===== config.mk =====
export PLATFORM = sky130hd
export DESIGN_NAME = infix_to_postfix_converter
export DESIGN_NICKNAME = d
export VERILOG_FILES = /design/src/rtl/itp_pkg.sv /design/src/rtl/itp_ram.sv /design/src/rtl/itp_dp.sv /design/src/rtl/itp_ctrl.sv /design/src/rtl/infix_to_postfix_converter.sv
export SDC_FILE = /design/constraint.sdc
export NUM_CORES = 1
export LEC_CHECK = 0
export BUFFER_PORTS_ARGS = -buffer_cell sky130_fd_sc_hd__buf_2
export CAP_MARGIN = 0
export CORE_ASPECT_RATIO = 1.4
export CORE_UTILIZATION = 43
export CTS_BUF_LIST = sky130_fd_sc_hd__clkbuf_4 sky130_fd_sc_hd__clkbuf_8 sky130_fd_sc_hd__clkbuf_16
export CTS_CLUSTER_SIZE = 16
export DETAILED_ROUTE_END_ITERATION = 10
export SETUP_SLACK_MARGIN = 0.5
export SYNTH_ARGS = -nofsm -noshare
export SYNTH_HDL_FRONTEND = slang
export SYNTH_SLANG_ARGS = --single-unit

===== constraint.sdc =====
create_clock -name clk_i -period 4.5 [get_ports clk_i]
set_input_delay 0.225 -clock clk_i [delete_from_list [all_inputs] [get_ports clk_i]]
set_output_delay 0.225 -clock clk_i [all_outputs]
set_load 0.02 [all_outputs]

===== src/rtl/itp_pkg.sv =====
// Shared types, character codes and decode functions for the infix-to-postfix converter.
package itp_pkg;

  localparam int unsigned CHAR_W = 8;
  localparam int unsigned CFG_W  = 6;

  // Characters the converter treats specially
  localparam logic [CHAR_W-1:0] CH_LPAREN = 8'h28;
  localparam logic [CHAR_W-1:0] CH_RPAREN = 8'h29;
  localparam logic [CHAR_W-1:0] CH_POW    = 8'h5E;
  localparam logic [CHAR_W-1:0] CH_MUL    = 8'h2A;
  localparam logic [CHAR_W-1:0] CH_DIV    = 8'h2F;
  localparam logic [CHAR_W-1:0] CH_ADD    = 8'h2B;
  localparam logic [CHAR_W-1:0] CH_SUB    = 8'h2D;

  localparam logic [CFG_W-1:0] LIMIT_RESET = 6'd32;

  typedef enum logic [1:0] {
    ST_OK        = 2'd0,
    ST_FULL      = 2'd1,
    ST_UNMATCHED = 2'd2
  } status_e;

  typedef enum logic [1:0] {
    CLS_OPERAND,
    CLS_LPAREN,
    CLS_RPAREN,
    CLS_OPERATOR
  } class_e;

  typedef enum logic [1:0] {
    SRC_CHAR,
    SRC_TOP,
    SRC_ZERO
  } src_e;

  typedef enum logic [3:0] {
    S_IDLE,
    S_EVAL,
    S_CLOSE,
    S_OPLOOP,
    S_PUSH,
    S_SETTLE,
    S_END,
    S_FLUSH,
    S_FIN
  } state_e;

  // Controller -> datapath commands
  typedef struct packed {
    logic    load_in;
    logic    emit;
    src_e    emit_src;
    status_e emit_stat;
    logic    pop;
    logic    push;
    logic    finish;
  } cmd_t;

  // Datapath -> controller status
  typedef struct packed {
    class_e cls;
    logic   end_mark;
    logic   empty;
    logic   top_lparen;
    logic   pop_ok;
    logic   full;
    logic   can_emit;
    logic   can_finish;
    logic   pend_v;
  } sts_t;

  // Operator precedence, 0 for anything that is not an operator
  function automatic logic [1:0] prec_of(logic [CHAR_W-1:0] c);
    logic [1:0] p;
    unique case (c)
      CH_POW:         p = 2'd3;
      CH_MUL, CH_DIV: p = 2'd2;
      CH_ADD, CH_SUB: p = 2'd1;
      default:        p = 2'd0;
    endcase
    return p;
  endfunction

  function automatic class_e class_of(logic [CHAR_W-1:0] c);
    class_e k;
    unique case (c)
      CH_LPAREN: k = CLS_LPAREN;
      CH_RPAREN: k = CLS_RPAREN;
      CH_POW, CH_MUL, CH_DIV, CH_ADD, CH_SUB: k = CLS_OPERATOR;
      default:   k = CLS_OPERAND;
    endcase
    return k;
  endfunction

endpackage


===== src/rtl/itp_ram.sv =====
// Generic single-write, single-read RAM with registered read data.
module itp_ram #(
  parameter int unsigned WIDTH = 8,
  parameter int unsigned DEPTH = 32
) (
  input  logic                     clk_i,
  input  logic                     we_i,
  input  logic [$clog2(DEPTH)-1:0] waddr_i,
  input  logic [WIDTH-1:0]         wdata_i,
  input  logic [$clog2(DEPTH)-1:0] raddr_i,
  output logic [WIDTH-1:0]         rdata_o
);

  logic [WIDTH-1:0] mem_q [DEPTH];
  logic [WIDTH-1:0] rdata_q;

  always_ff @(posedge clk_i) begin
    if (we_i) begin
      mem_q[waddr_i] <= wdata_i;
    end
    rdata_q <= mem_q[raddr_i];
  end

  assign rdata_o = rdata_q;

endmodule


===== src/rtl/itp_dp.sv =====
// Datapath: input latch, operator stack, limit register, pending result and output register.
module itp_dp #(
  parameter int unsigned STACK_DEPTH = 32
) (
  input  logic                        clk_i,
  input  logic                        rst_ni,
  input  itp_pkg::cmd_t               cmd_i,
  output itp_pkg::sts_t               sts_o,
  input  logic [itp_pkg::CHAR_W-1:0]  in_char_i,
  input  logic                        end_of_expr_i,
  input  logic                        cfg_we_i,
  input  logic [itp_pkg::CFG_W-1:0]   stack_limit_i,
  output logic                        out_valid_o,
  input  logic                        out_stall_i,
  output logic [itp_pkg::CHAR_W-1:0]  out_char_o,
  output logic                        last_of_run_o,
  output logic                        expr_done_o,
  output logic [1:0]                  status_o
);

  localparam int unsigned AW = $clog2(STACK_DEPTH);
  localparam int unsigned CW = $clog2(STACK_DEPTH + 1);
  localparam int unsigned LW = (CW > itp_pkg::CFG_W) ? CW : itp_pkg::CFG_W;

  logic [itp_pkg::CHAR_W-1:0] char_q;
  logic                       end_q;
  logic [CW-1:0]              count_q, count_d, count_m1;
  logic [itp_pkg::CFG_W-1:0]  limit_q;
  logic [itp_pkg::CHAR_W-1:0] top;

  logic                       pend_v_q, pend_v_d;
  logic [itp_pkg::CHAR_W-1:0] pend_char_q, pend_char_d;
  itp_pkg::status_e           pend_stat_q, pend_stat_d;

  logic                       out_v_q, out_v_d;
  logic [itp_pkg::CHAR_W-1:0] out_char_q, out_char_d;
  logic                       out_last_q, out_last_d;
  logic                       out_done_q, out_done_d;
  itp_pkg::status_e           out_stat_q, out_stat_d;

  logic [LW-1:0]              lim_ext, eff_lim;
  logic [1:0]                 p_in, p_top;
  logic                       out_free;
  logic [itp_pkg::CHAR_W-1:0] new_char;

  // Operator stack memory
  assign count_m1 = count_q - CW'(1);

  itp_ram #(
    .WIDTH (itp_pkg::CHAR_W),
    .DEPTH (STACK_DEPTH)
  ) u_stack (
    .clk_i   (clk_i),
    .we_i    (cmd_i.push),
    .waddr_i (count_q[AW-1:0]),
    .wdata_i (char_q),
    .raddr_i (count_m1[AW-1:0]),
    .rdata_o (top)
  );

  // Effective limit: zero acts as one, clipped to the stack depth
  always_comb begin
    lim_ext = LW'(limit_q);
    if (lim_ext == '0) begin
      eff_lim = LW'(1);
    end else if (lim_ext > LW'(STACK_DEPTH)) begin
      eff_lim = LW'(STACK_DEPTH);
    end else begin
      eff_lim = lim_ext;
    end
  end

  assign p_in     = itp_pkg::prec_of(char_q);
  assign p_top    = itp_pkg::prec_of(top);
  assign out_free = !out_v_q || !out_stall_i;

  // Status toward the controller
  always_comb begin
    sts_o.cls        = itp_pkg::class_of(char_q);
    sts_o.end_mark   = end_q;
    sts_o.empty      = (count_q == '0);
    sts_o.top_lparen = (top == itp_pkg::CH_LPAREN);
    sts_o.pop_ok     = (count_q != '0) && (p_top != 2'd0) &&
                       ((p_top > p_in) || ((p_top == p_in) && (char_q != itp_pkg::CH_POW)));
    sts_o.full       = (LW'(count_q) >= eff_lim);
    sts_o.can_emit   = !pend_v_q || out_free;
    sts_o.can_finish = out_free || (!pend_v_q && !end_q);
    sts_o.pend_v     = pend_v_q;
  end

  // Stack pointer
  always_comb begin
    count_d = count_q;
    if (cmd_i.push) begin
      count_d = count_q + CW'(1);
    end else if (cmd_i.pop) begin
      count_d = count_m1;
    end
  end

  // Result source select
  always_comb begin
    case (cmd_i.emit_src)
      itp_pkg::SRC_CHAR: new_char = char_q;
      itp_pkg::SRC_TOP:  new_char = top;
      default:           new_char = '0;
    endcase
  end

  // One-deep hold so the last result of a run can be marked, then the output register
  always_comb begin
    pend_v_d    = pend_v_q;
    pend_char_d = pend_char_q;
    pend_stat_d = pend_stat_q;
    out_v_d     = out_v_q && out_stall_i;
    out_char_d  = out_char_q;
    out_last_d  = out_last_q;
    out_done_d  = out_done_q;
    out_stat_d  = out_stat_q;
    if (cmd_i.emit) begin
      if (pend_v_q) begin
        out_v_d    = 1'b1;
        out_char_d = pend_char_q;
        out_stat_d = pend_stat_q;
        out_last_d = 1'b0;
        out_done_d = 1'b0;
      end
      pend_v_d    = 1'b1;
      pend_char_d = new_char;
      pend_stat_d = cmd_i.emit_stat;
    end else if (cmd_i.finish) begin
      if (pend_v_q) begin
        out_v_d    = 1'b1;
        out_char_d = pend_char_q;
        out_stat_d = pend_stat_q;
        out_last_d = 1'b1;
        out_done_d = end_q;
        pend_v_d   = 1'b0;
      end else if (end_q) begin
        // silent end: a marker beat so the end of the expression is seen
        out_v_d    = 1'b1;
        out_char_d = '0;
        out_stat_d = itp_pkg::ST_OK;
        out_last_d = 1'b1;
        out_done_d = 1'b1;
      end
    end
  end

  // Control registers
  always_ff @(posedge clk_i or negedge rst_ni) begin
    if (!rst_ni) begin
      count_q  <= '0;
      limit_q  <= itp_pkg::LIMIT_RESET;
      pend_v_q <= 1'b0;
      out_v_q  <= 1'b0;
    end else begin
      count_q  <= count_d;
      pend_v_q <= pend_v_d;
      out_v_q  <= out_v_d;
      if (cfg_we_i) begin
        limit_q <= stack_limit_i;
      end
    end
  end

  // Payload registers
  always_ff @(posedge clk_i) begin
    if (cmd_i.load_in) begin
      char_q <= in_char_i;
      end_q  <= end_of_expr_i;
    end
    pend_char_q <= pend_char_d;
    pend_stat_q <= pend_stat_d;
    out_char_q  <= out_char_d;
    out_last_q  <= out_last_d;
    out_done_q  <= out_done_d;
    out_stat_q  <= out_stat_d;
  end

  assign out_valid_o   = out_v_q;
  assign out_char_o    = out_char_q;
  assign last_of_run_o = out_last_q;
  assign expr_done_o   = out_done_q;
  assign status_o      = out_stat_q;

endmodule


===== src/rtl/itp_ctrl.sv =====
// Controller: sequences one character through pops, push, flush and result marking.
module itp_ctrl (
  input  logic          clk_i,
  input  logic          rst_ni,
  input  logic          in_valid_i,
  output logic          in_stall_o,
  input  itp_pkg::sts_t sts_i,
  output itp_pkg::cmd_t cmd_o
);

  itp_pkg::state_e state_q, state_d;
  itp_pkg::state_e ret_q, ret_d;

  // State registers
  always_ff @(posedge clk_i or negedge rst_ni) begin
    if (!rst_ni) begin
      state_q <= itp_pkg::S_IDLE;
      ret_q   <= itp_pkg::S_IDLE;
    end else begin
      state_q <= state_d;
      ret_q   <= ret_d;
    end
  end

  // Next state and commands
  always_comb begin
    state_d         = state_q;
    ret_d           = ret_q;
    in_stall_o      = 1'b1;
    cmd_o.load_in   = 1'b0;
    cmd_o.emit      = 1'b0;
    cmd_o.emit_src  = itp_pkg::SRC_TOP;
    cmd_o.emit_stat = itp_pkg::ST_OK;
    cmd_o.pop       = 1'b0;
    cmd_o.push      = 1'b0;
    cmd_o.finish    = 1'b0;
    unique case (state_q)
      itp_pkg::S_IDLE: begin
        in_stall_o = 1'b0;
        if (in_valid_i) begin
          cmd_o.load_in = 1'b1;
          state_d       = itp_pkg::S_EVAL;
        end
      end
      itp_pkg::S_EVAL: begin
        unique case (sts_i.cls)
          itp_pkg::CLS_LPAREN:   state_d = itp_pkg::S_PUSH;
          itp_pkg::CLS_RPAREN:   state_d = itp_pkg::S_CLOSE;
          itp_pkg::CLS_OPERATOR: state_d = itp_pkg::S_OPLOOP;
          default: begin
            if (sts_i.can_emit) begin
              cmd_o.emit     = 1'b1;
              cmd_o.emit_src = itp_pkg::SRC_CHAR;
              state_d        = itp_pkg::S_END;
            end
          end
        endcase
      end
      itp_pkg::S_CLOSE: begin
        if (sts_i.empty) begin
          if (sts_i.can_emit) begin
            cmd_o.emit      = 1'b1;
            cmd_o.emit_src  = itp_pkg::SRC_ZERO;
            cmd_o.emit_stat = itp_pkg::ST_UNMATCHED;
            state_d         = itp_pkg::S_END;
          end
        end else if (sts_i.top_lparen) begin
          cmd_o.pop = 1'b1;
          ret_d     = itp_pkg::S_END;
          state_d   = itp_pkg::S_SETTLE;
        end else if (sts_i.can_emit) begin
          cmd_o.emit = 1'b1;
          cmd_o.pop  = 1'b1;
          ret_d      = itp_pkg::S_CLOSE;
          state_d    = itp_pkg::S_SETTLE;
        end
      end
      itp_pkg::S_OPLOOP: begin
        if (sts_i.pop_ok) begin
          if (sts_i.can_emit) begin
            cmd_o.emit = 1'b1;
            cmd_o.pop  = 1'b1;
            ret_d      = itp_pkg::S_OPLOOP;
            state_d    = itp_pkg::S_SETTLE;
          end
        end else begin
          state_d = itp_pkg::S_PUSH;
        end
      end
      itp_pkg::S_PUSH: begin
        if (sts_i.full) begin
          if (sts_i.can_emit) begin
            cmd_o.emit      = 1'b1;
            cmd_o.emit_src  = itp_pkg::SRC_ZERO;
            cmd_o.emit_stat = itp_pkg::ST_FULL;
            state_d         = itp_pkg::S_END;
          end
        end else begin
          cmd_o.push = 1'b1;
          ret_d      = itp_pkg::S_END;
          state_d    = itp_pkg::S_SETTLE;
        end
      end
      // stack read port catches up with the new top
      itp_pkg::S_SETTLE: state_d = ret_q;
      itp_pkg::S_END: begin
        state_d = sts_i.end_mark ? itp_pkg::S_FLUSH : itp_pkg::S_FIN;
      end
      itp_pkg::S_FLUSH: begin
        if (sts_i.empty) begin
          state_d = itp_pkg::S_FIN;
        end else if (sts_i.top_lparen) begin
          cmd_o.pop = 1'b1;
          ret_d     = itp_pkg::S_FLUSH;
          state_d   = itp_pkg::S_SETTLE;
        end else if (sts_i.can_emit) begin
          cmd_o.emit = 1'b1;
          cmd_o.pop  = 1'b1;
          ret_d      = itp_pkg::S_FLUSH;
          state_d    = itp_pkg::S_SETTLE;
        end
      end
      itp_pkg::S_FIN: begin
        if (sts_i.can_finish) begin
          cmd_o.finish = 1'b1;
          state_d      = itp_pkg::S_IDLE;
        end
      end
      default: state_d = itp_pkg::S_IDLE;
    endcase
  end

endmodule


===== src/rtl/infix_to_postfix_converter.sv =====
// Top level of the shunting-yard infix-to-postfix converter.
//
// Input channel: one ASCII character per beat (in_char_i) with end_of_expr_i
// on the last character of an expression. Output channel: postfix characters,
// with last_of_run_o on the last beat a character causes, expr_done_o on the
// final beat of an expression, and status_o flagging a dropped push (stack
// full) or an unmatched ')' on a marker beat whose character is zero.
// Configuration: stack_limit_i must be written on a cfg_valid_i beat only
// while idle; the block itself does not enforce this. cfg_ready_o is always
// high. Reset clears the stack and sets the limit to 32. After accept, each
// stack pop or push passes through a settle state while the pointer moves and
// the registered read of the new top of the memory catches up; an operator
// ends with a final precedence check, a dropped push or an unmatched ')' emits
// a marker, and an end mark flushes the stack entry by entry. A character's
// results pass through a one-deep hold so the last can be marked; with several
// results the first leaves as the second is produced. One character is in work
// at a time; in_stall_o is high from accept until its last result sits in the
// output register. A stall at the output holds that register and one pending
// result, then stops the sequence.
module infix_to_postfix_converter #(
  parameter int unsigned STACK_DEPTH = 32
) (
  input  logic                       clk_i,
  input  logic                       rst_ni,
  input  logic                       in_valid_i,
  output logic                       in_stall_o,
  input  logic [itp_pkg::CHAR_W-1:0] in_char_i,
  input  logic                       end_of_expr_i,
  output logic                       out_valid_o,
  input  logic                       out_stall_i,
  output logic [itp_pkg::CHAR_W-1:0] out_char_o,
  output logic                       last_of_run_o,
  output logic                       expr_done_o,
  output logic [1:0]                 status_o,
  input  logic                       cfg_valid_i,
  output logic                       cfg_ready_o,
  input  logic [itp_pkg::CFG_W-1:0]  stack_limit_i
);

  itp_pkg::cmd_t cmd;
  itp_pkg::sts_t sts;

  assign cfg_ready_o = 1'b1;

  itp_ctrl u_ctrl (
    .clk_i      (clk_i),
    .rst_ni     (rst_ni),
    .in_valid_i (in_valid_i),
    .in_stall_o (in_stall_o),
    .sts_i      (sts),
    .cmd_o      (cmd)
  );

  itp_dp #(
    .STACK_DEPTH (STACK_DEPTH)
  ) u_dp (
    .clk_i         (clk_i),
    .rst_ni        (rst_ni),
    .cmd_i         (cmd),
    .sts_o         (sts),
    .in_char_i     (in_char_i),
    .end_of_expr_i (end_of_expr_i),
    .cfg_we_i      (cfg_valid_i && cfg_ready_o),
    .stack_limit_i (stack_limit_i),
    .out_valid_o   (out_valid_o),
    .out_stall_i   (out_stall_i),
    .out_char_o    (out_char_o),
    .last_of_run_o (last_of_run_o),
    .expr_done_o   (expr_done_o),
    .status_o      (status_o)
  );

  // A new character never starts while a result of the previous one is held back
  assert property (@(posedge clk_i) disable iff (!rst_ni)
    (in_valid_i && !in_stall_o) |-> !sts.pend_v)
    else $error("input accepted with a pending result");

  // The controller never pushes onto a full stack
  assert property (@(posedge clk_i) disable iff (!rst_ni)
    cmd.push |-> !sts.full)
    else $error("push issued on a full stack");

  // End of expression is always the last beat of its run
  assert property (@(posedge clk_i) disable iff (!rst_ni)
    (out_valid_o && expr_done_o) |-> last_of_run_o)
    else $error("expr_done without last_of_run");

  // Error flags only ride on marker beats
  assert property (@(posedge clk_i) disable iff (!rst_ni)
    (out_valid_o && (status_o != itp_pkg::ST_OK)) |-> (out_char_o == '0))
    else $error("nonzero status on a character beat");

endmodule


==> results.txt <==
----------------------------------------------------
[Setup path]
  Path type of the worst setup path ... flop to flop
  Element type at the critical path start ... flop
  Worst Reg2Reg Path Length in Cells ... 12
  Dominant cell type by count on the critical path ... sky130_fd_sc_hd__a21oi_1
  Cell at the slowest stage of the critical path ... sky130_fd_sc_hd__edfxtp_1
  Peak per-stage delay on the critical path ... 0.61 ns
  Required time reported for the critical path endpoint ... 4.75 ns
  Data arrival at the endpoint of the critical path ... 3.85 ns
  Kind of capture point of the worst setup path ... flop
  Cell-by-cell listing of the critical path ... nor3b_1 -> nand2b_1 -> a21oi_1 -> a31oi_1 -> or3_1 -> ha_1 -> nand4_1 -> or4_1 -> o2111ai_2 -> nor2_1 -> a21oi_1 -> o22ai_2
  Maximum net fanout on the critical path ... 12

[STA]
  Final critical-path share of the clock period ... approximately 80%
  RSZ-0062 raised after global routing ... false
  Period minus WS final ... 3.60 ns
  Pins Over Slew Limit ... 0
  Fin. Hold Viols ... 0
  Slew @ Worst Pin ... 1.14 ns
  Achievable clock frequency ... 278 MHz
  Sum of negative setup slack ... 0 ns
  Final worst clock skew ... 0.0149 ns
  Worst-case headroom to the max-slew limit ... ~24%
  Count of endpoints failing setup in the final report ... 0
  Min setup slack post-route ... 0.898 ns

[Synthesis]
  Synth Area per Inst ... 18.5 um^2
  Post-synth top area share ... 66.2%
  Top-count cell post-synth ... sky130_fd_sc_hd__edfxtp_1
  Total standard cell area after synthesis ... about 13000 um^2
  Flip-flop and latch count after synthesis ... 316
  Top_reg_cell synth ... sky130_fd_sc_hd__edfxtp_1
  Cell variety after synth ... 65
  Commonest cells in the netlist ... sky130_fd_sc_hd__edfxtp_1 (287), sky130_fd_sc_hd__mux4_2 (80), sky130_fd_sc_hd__nor2_1 (52)
  Synthesized Nets ... about 740
  Synth async-reset ratio ... 6.65%
  Top cell type by total area after synthesis ... sky130_fd_sc_hd__edfxtp_1
  Number of cells produced by synthesis ... 706
  Count of warnings emitted by yosys ... 0
  Top cells by area, synth ... sky130_fd_sc_hd__edfxtp_1 (66%), sky130_fd_sc_hd__mux4_2 (14%), sky130_fd_sc_hd__dfrtp_1 (3.8%), sky130_fd_sc_hd__nor2_1 (1.5%), sky130_fd_sc_hd__dfxtp_1 (1.2%)
  Proportion of synthesized chip area in sequential cells ... 71.4%
  Number of synthesized flops with an enable pin ... 287

[Die]
  Die span in x ... 149 um
  Starting utilization of the core area ... a little over two fifths
  Number of rows in the core area ... 75
  Area of the die ... around 31000 um^2
  Core outline area ... 29800 um^2
  Num ports ... 35
  Y dimension of the die ... just over 200 um

[Routing]
  DRC viols ... 0
  Number of DRC markers after the initial detailed-route iteration ... 476
  Top Layer Used ... met4
  Post-Route WL ... 29200 um
  Detailed-route via count ... 6842
  Routed Antenna Nets ... 0
  Routed length per instance ... 24.1 um
  Met3 WL post-DR ... 1270 um
  Detailed route wirelength on metal2 ... 16200 um
  Via density ... 5.64
  Pre-antenna DRT Iters ... 5
  Wire length the detailed router placed on met1 ... 11000 um

[Power and ir drop]
  Power Density ... 662 nW/um^2
  Power Total ... about 10000 uW
  Static leakage power ... around 0.0050 uW
  Peak supply drop ... 0.481 mV

[Finish]
  Footprint of the multi-input gates ... 3570 um^2
  Post-Layout Cell Count ... 1214
  Antenna Cells ... 0
  Final net count ... ~840
  Area overhead of the layout relative to synthesis ... 16.3%
  Fillers ... 2379
  Footprint of the flip-flops and latches ... 9310 um^2
  Ratio of cells with drive above 1 in the final layout ... between 20% and 30%

[Min path]
  Hold crit path type ... input pin to flop
  Cell depth of the worst min-delay path ... 3

[GRT]
  Number of global-route vias before repair ... 7315
  Largest net degree at the start of global routing ... 41
  Leftover overflow at the end of global routing ... 0
  First-pass GRT wire length ... between 40000 and 50000 um
  Antenna violations before repair ... 0
  Overall global routing resource usage ... about a fifth

[Clocking]
  Number of buffers inserted during clock tree synthesis ... 30
  Latest clock arrival within the worst-skew pair ... 0.56 ns
  CTS Root Cell ... sky130_fd_sc_hd__clkbuf_16
  Worst-path clk slew ... 0.06 ns
  Largest buffer count on any clock path ... 3
  CTS tree ... yes
  Clock net sink count ... 316
  H-Tree Depth ... 1

[Outcome]
  Run status ... completed

[Placed design]
  Pre-CTS WS ... between 0.2 and 0.3 ns
  Hpwl dp ... 18800 um
  Port Buffers ... 33
  Last weighted congestion value of the routability-driven placer ... between 0.8 and 0.9
  Placed insts ... approximately 1100

[Job]
  Number of maximum-capacitance constraint violations ... 0

----------------------------------------------------
routing by layer:
layer	GRT usage, %	up-vias
met5	0	-
met4	5.84	0
met3	2.21	44
met2	35.9	207
met1	23.1	3530
li1	-	3061
metrics by stage:
stage	hold WS (ns)	utilization, %	area [um^2]
floorplan	-0.0706	-	13000
global placement	0.206	46.5	13900
detailed placement	0.224	46.5	13900
CTS	0.00461	50.7	15100
global route	0.0389	50.8	15100
finish	0.0178	50.8	15100
critical path, delay by kind of cell (launching register included):
family | cells | cell delay, ns
flops | 1 | 0.61
fa+ha+maj | 1 | 0.30
compound gates | 5 | 0.90
simple gates | 6 | 1.46
placed cells by master, fill, tap and decap left out, types with 3 or more instances in the layout:
| cell | Yosys | final |
|---|---|---|
| sky130_fd_sc_hd__bufinv_16 | 0 | 5 |
| sky130_fd_sc_hd__inv_1 | 13 | 13 |
| sky130_fd_sc_hd__mux4_2 | 80 | 80 |
| sky130_fd_sc_hd__and3_1 | 4 | 4 |
| sky130_fd_sc_hd__mux2_2 | 13 | 13 |
| sky130_fd_sc_hd__or3_1 | 7 | 7 |
| sky130_fd_sc_hd__edfxtp_1 | 287 | 287 |
| sky130_fd_sc_hd__dlygate4sd3_1 | 0 | 19 |
| sky130_fd_sc_hd__and2_1 | 3 | 3 |
| sky130_fd_sc_hd__a22o_1 | 8 | 8 |
| sky130_fd_sc_hd__dfxtp_1 | 8 | 8 |
| sky130_fd_sc_hd__dfrtp_1 | 20 | 19 |
| sky130_fd_sc_hd__buf_2 | 8 | 33 |
| sky130_fd_sc_hd__nand2b_1 | 10 | 10 |
| sky130_fd_sc_hd__ha_1 | 12 | 11 |
| sky130_fd_sc_hd__a311oi_1 | 3 | 3 |
| sky130_fd_sc_hd__o21ai_1 | 5 | 5 |
| sky130_fd_sc_hd__clkinvlp_4 | 0 | 3 |
| sky130_fd_sc_hd__a21oi_1 | 12 | 12 |
| sky130_fd_sc_hd__nor2_1 | 52 | 52 |
| sky130_fd_sc_hd__nor2b_1 | 11 | 11 |
| sky130_fd_sc_hd__nand3_1 | 13 | 13 |
| sky130_fd_sc_hd__o21ai_0 | 10 | 10 |
| sky130_fd_sc_hd__clkinv_2 | 0 | 4 |
| sky130_fd_sc_hd__clkbuf_4 | 0 | 5 |
| sky130_fd_sc_hd__o21a_1 | 3 | 3 |
| sky130_fd_sc_hd__o211ai_1 | 3 | 3 |
| sky130_fd_sc_hd__buf_4 | 2 | 43 |
| sky130_fd_sc_hd__a221oi_1 | 3 | 3 |
| sky130_fd_sc_hd__nand2_1 | 28 | 28 |
| sky130_fd_sc_hd__clkinv_1 | 0 | 8 |
| sky130_fd_sc_hd__nor3_1 | 11 | 11 |
| sky130_fd_sc_hd__xnor2_1 | 10 | 9 |
| sky130_fd_sc_hd__clkbuf_16 | 0 | 31 |
state kept, by name (all words and copies together), names as in the netlist:
signal                count
u_dp.u_stack.mem_q      256
u_dp.char_q               8
u_dp.out_char_o           8
u_dp.pend_char_q          8
u_dp.u_stack.rdata_o      8
u_dp.count_q              6
u_dp.lim_ext              6
u_ctrl.state_q            4
u_ctrl.ret_q              3
u_dp.pend_stat_q          2
u_dp.status_o             2
u_dp.end_q                1
u_dp.expr_done_o          1
u_dp.last_of_run_o        1
u_dp.out_valid_o          1
u_dp.pend_v_q             1
repair_timing:
item	in CTS	in global routing
endpoints found under the hold margin	37	0
gates resized for setup	1	2
hold buffers	19	0
setup endpoints to repair	12	35
setup buffers	0	2
power breakdown:
group	leakage [uW]	total, uW	internal (uW)	switching [uW]
clock network	0.000504	2610	1560	1050
registers	0.00290	3840	3600	243
logic	0.00163	3580	1700	1880
cell families after synthesis:
kind of cell | share of synthesized area, %
compound gates | 4.06
xor+xnor | 0.740
fa+ha+maj | 1.15
buf+inv | 1.43
flops | 71.4
mux | 15.1
other cells | 0.0288
simple gates | 6.04
path summary, 6_finish.rpt:
path / slack, ns / startpoint / endpoint
max in group asynchronous: 3.93 / rst_ni / u_dp.count_q[0]$_DFFE_PN0P_
hold reg to reg: 0.48 / u_ctrl.ret_q[1]$_DFFE_PN0P_ / u_ctrl.ret_q[1]$_DFFE_PN0P_
setup / recovery: 0.90 / u_dp.char_q[6]$_DFFE_PP_ / u_dp.out_char_o[2]$_DFFE_PP_
hold / removal: 0.02 / out_stall_i / u_dp.out_valid_o$_DFF_PN0_
setup reg to reg: 0.90 / u_dp.char_q[6]$_DFFE_PP_ / u_dp.out_char_o[2]$_DFFE_PP_
min in group asynchronous: 0.18 / rst_ni / u_ctrl.ret_q[2]$_DFFE_PN0P_
cell type report:
type	count	share of cell area [%]
inverters	13	0.322
clock inverters	21	1.53
repair buffers	97	4.66
clock buffers	35	5.32
well taps	385	3.18
multi-input cells	347	23.5
flip-flops and latches	316	61.4
Power figures use the tool's default switching activity.
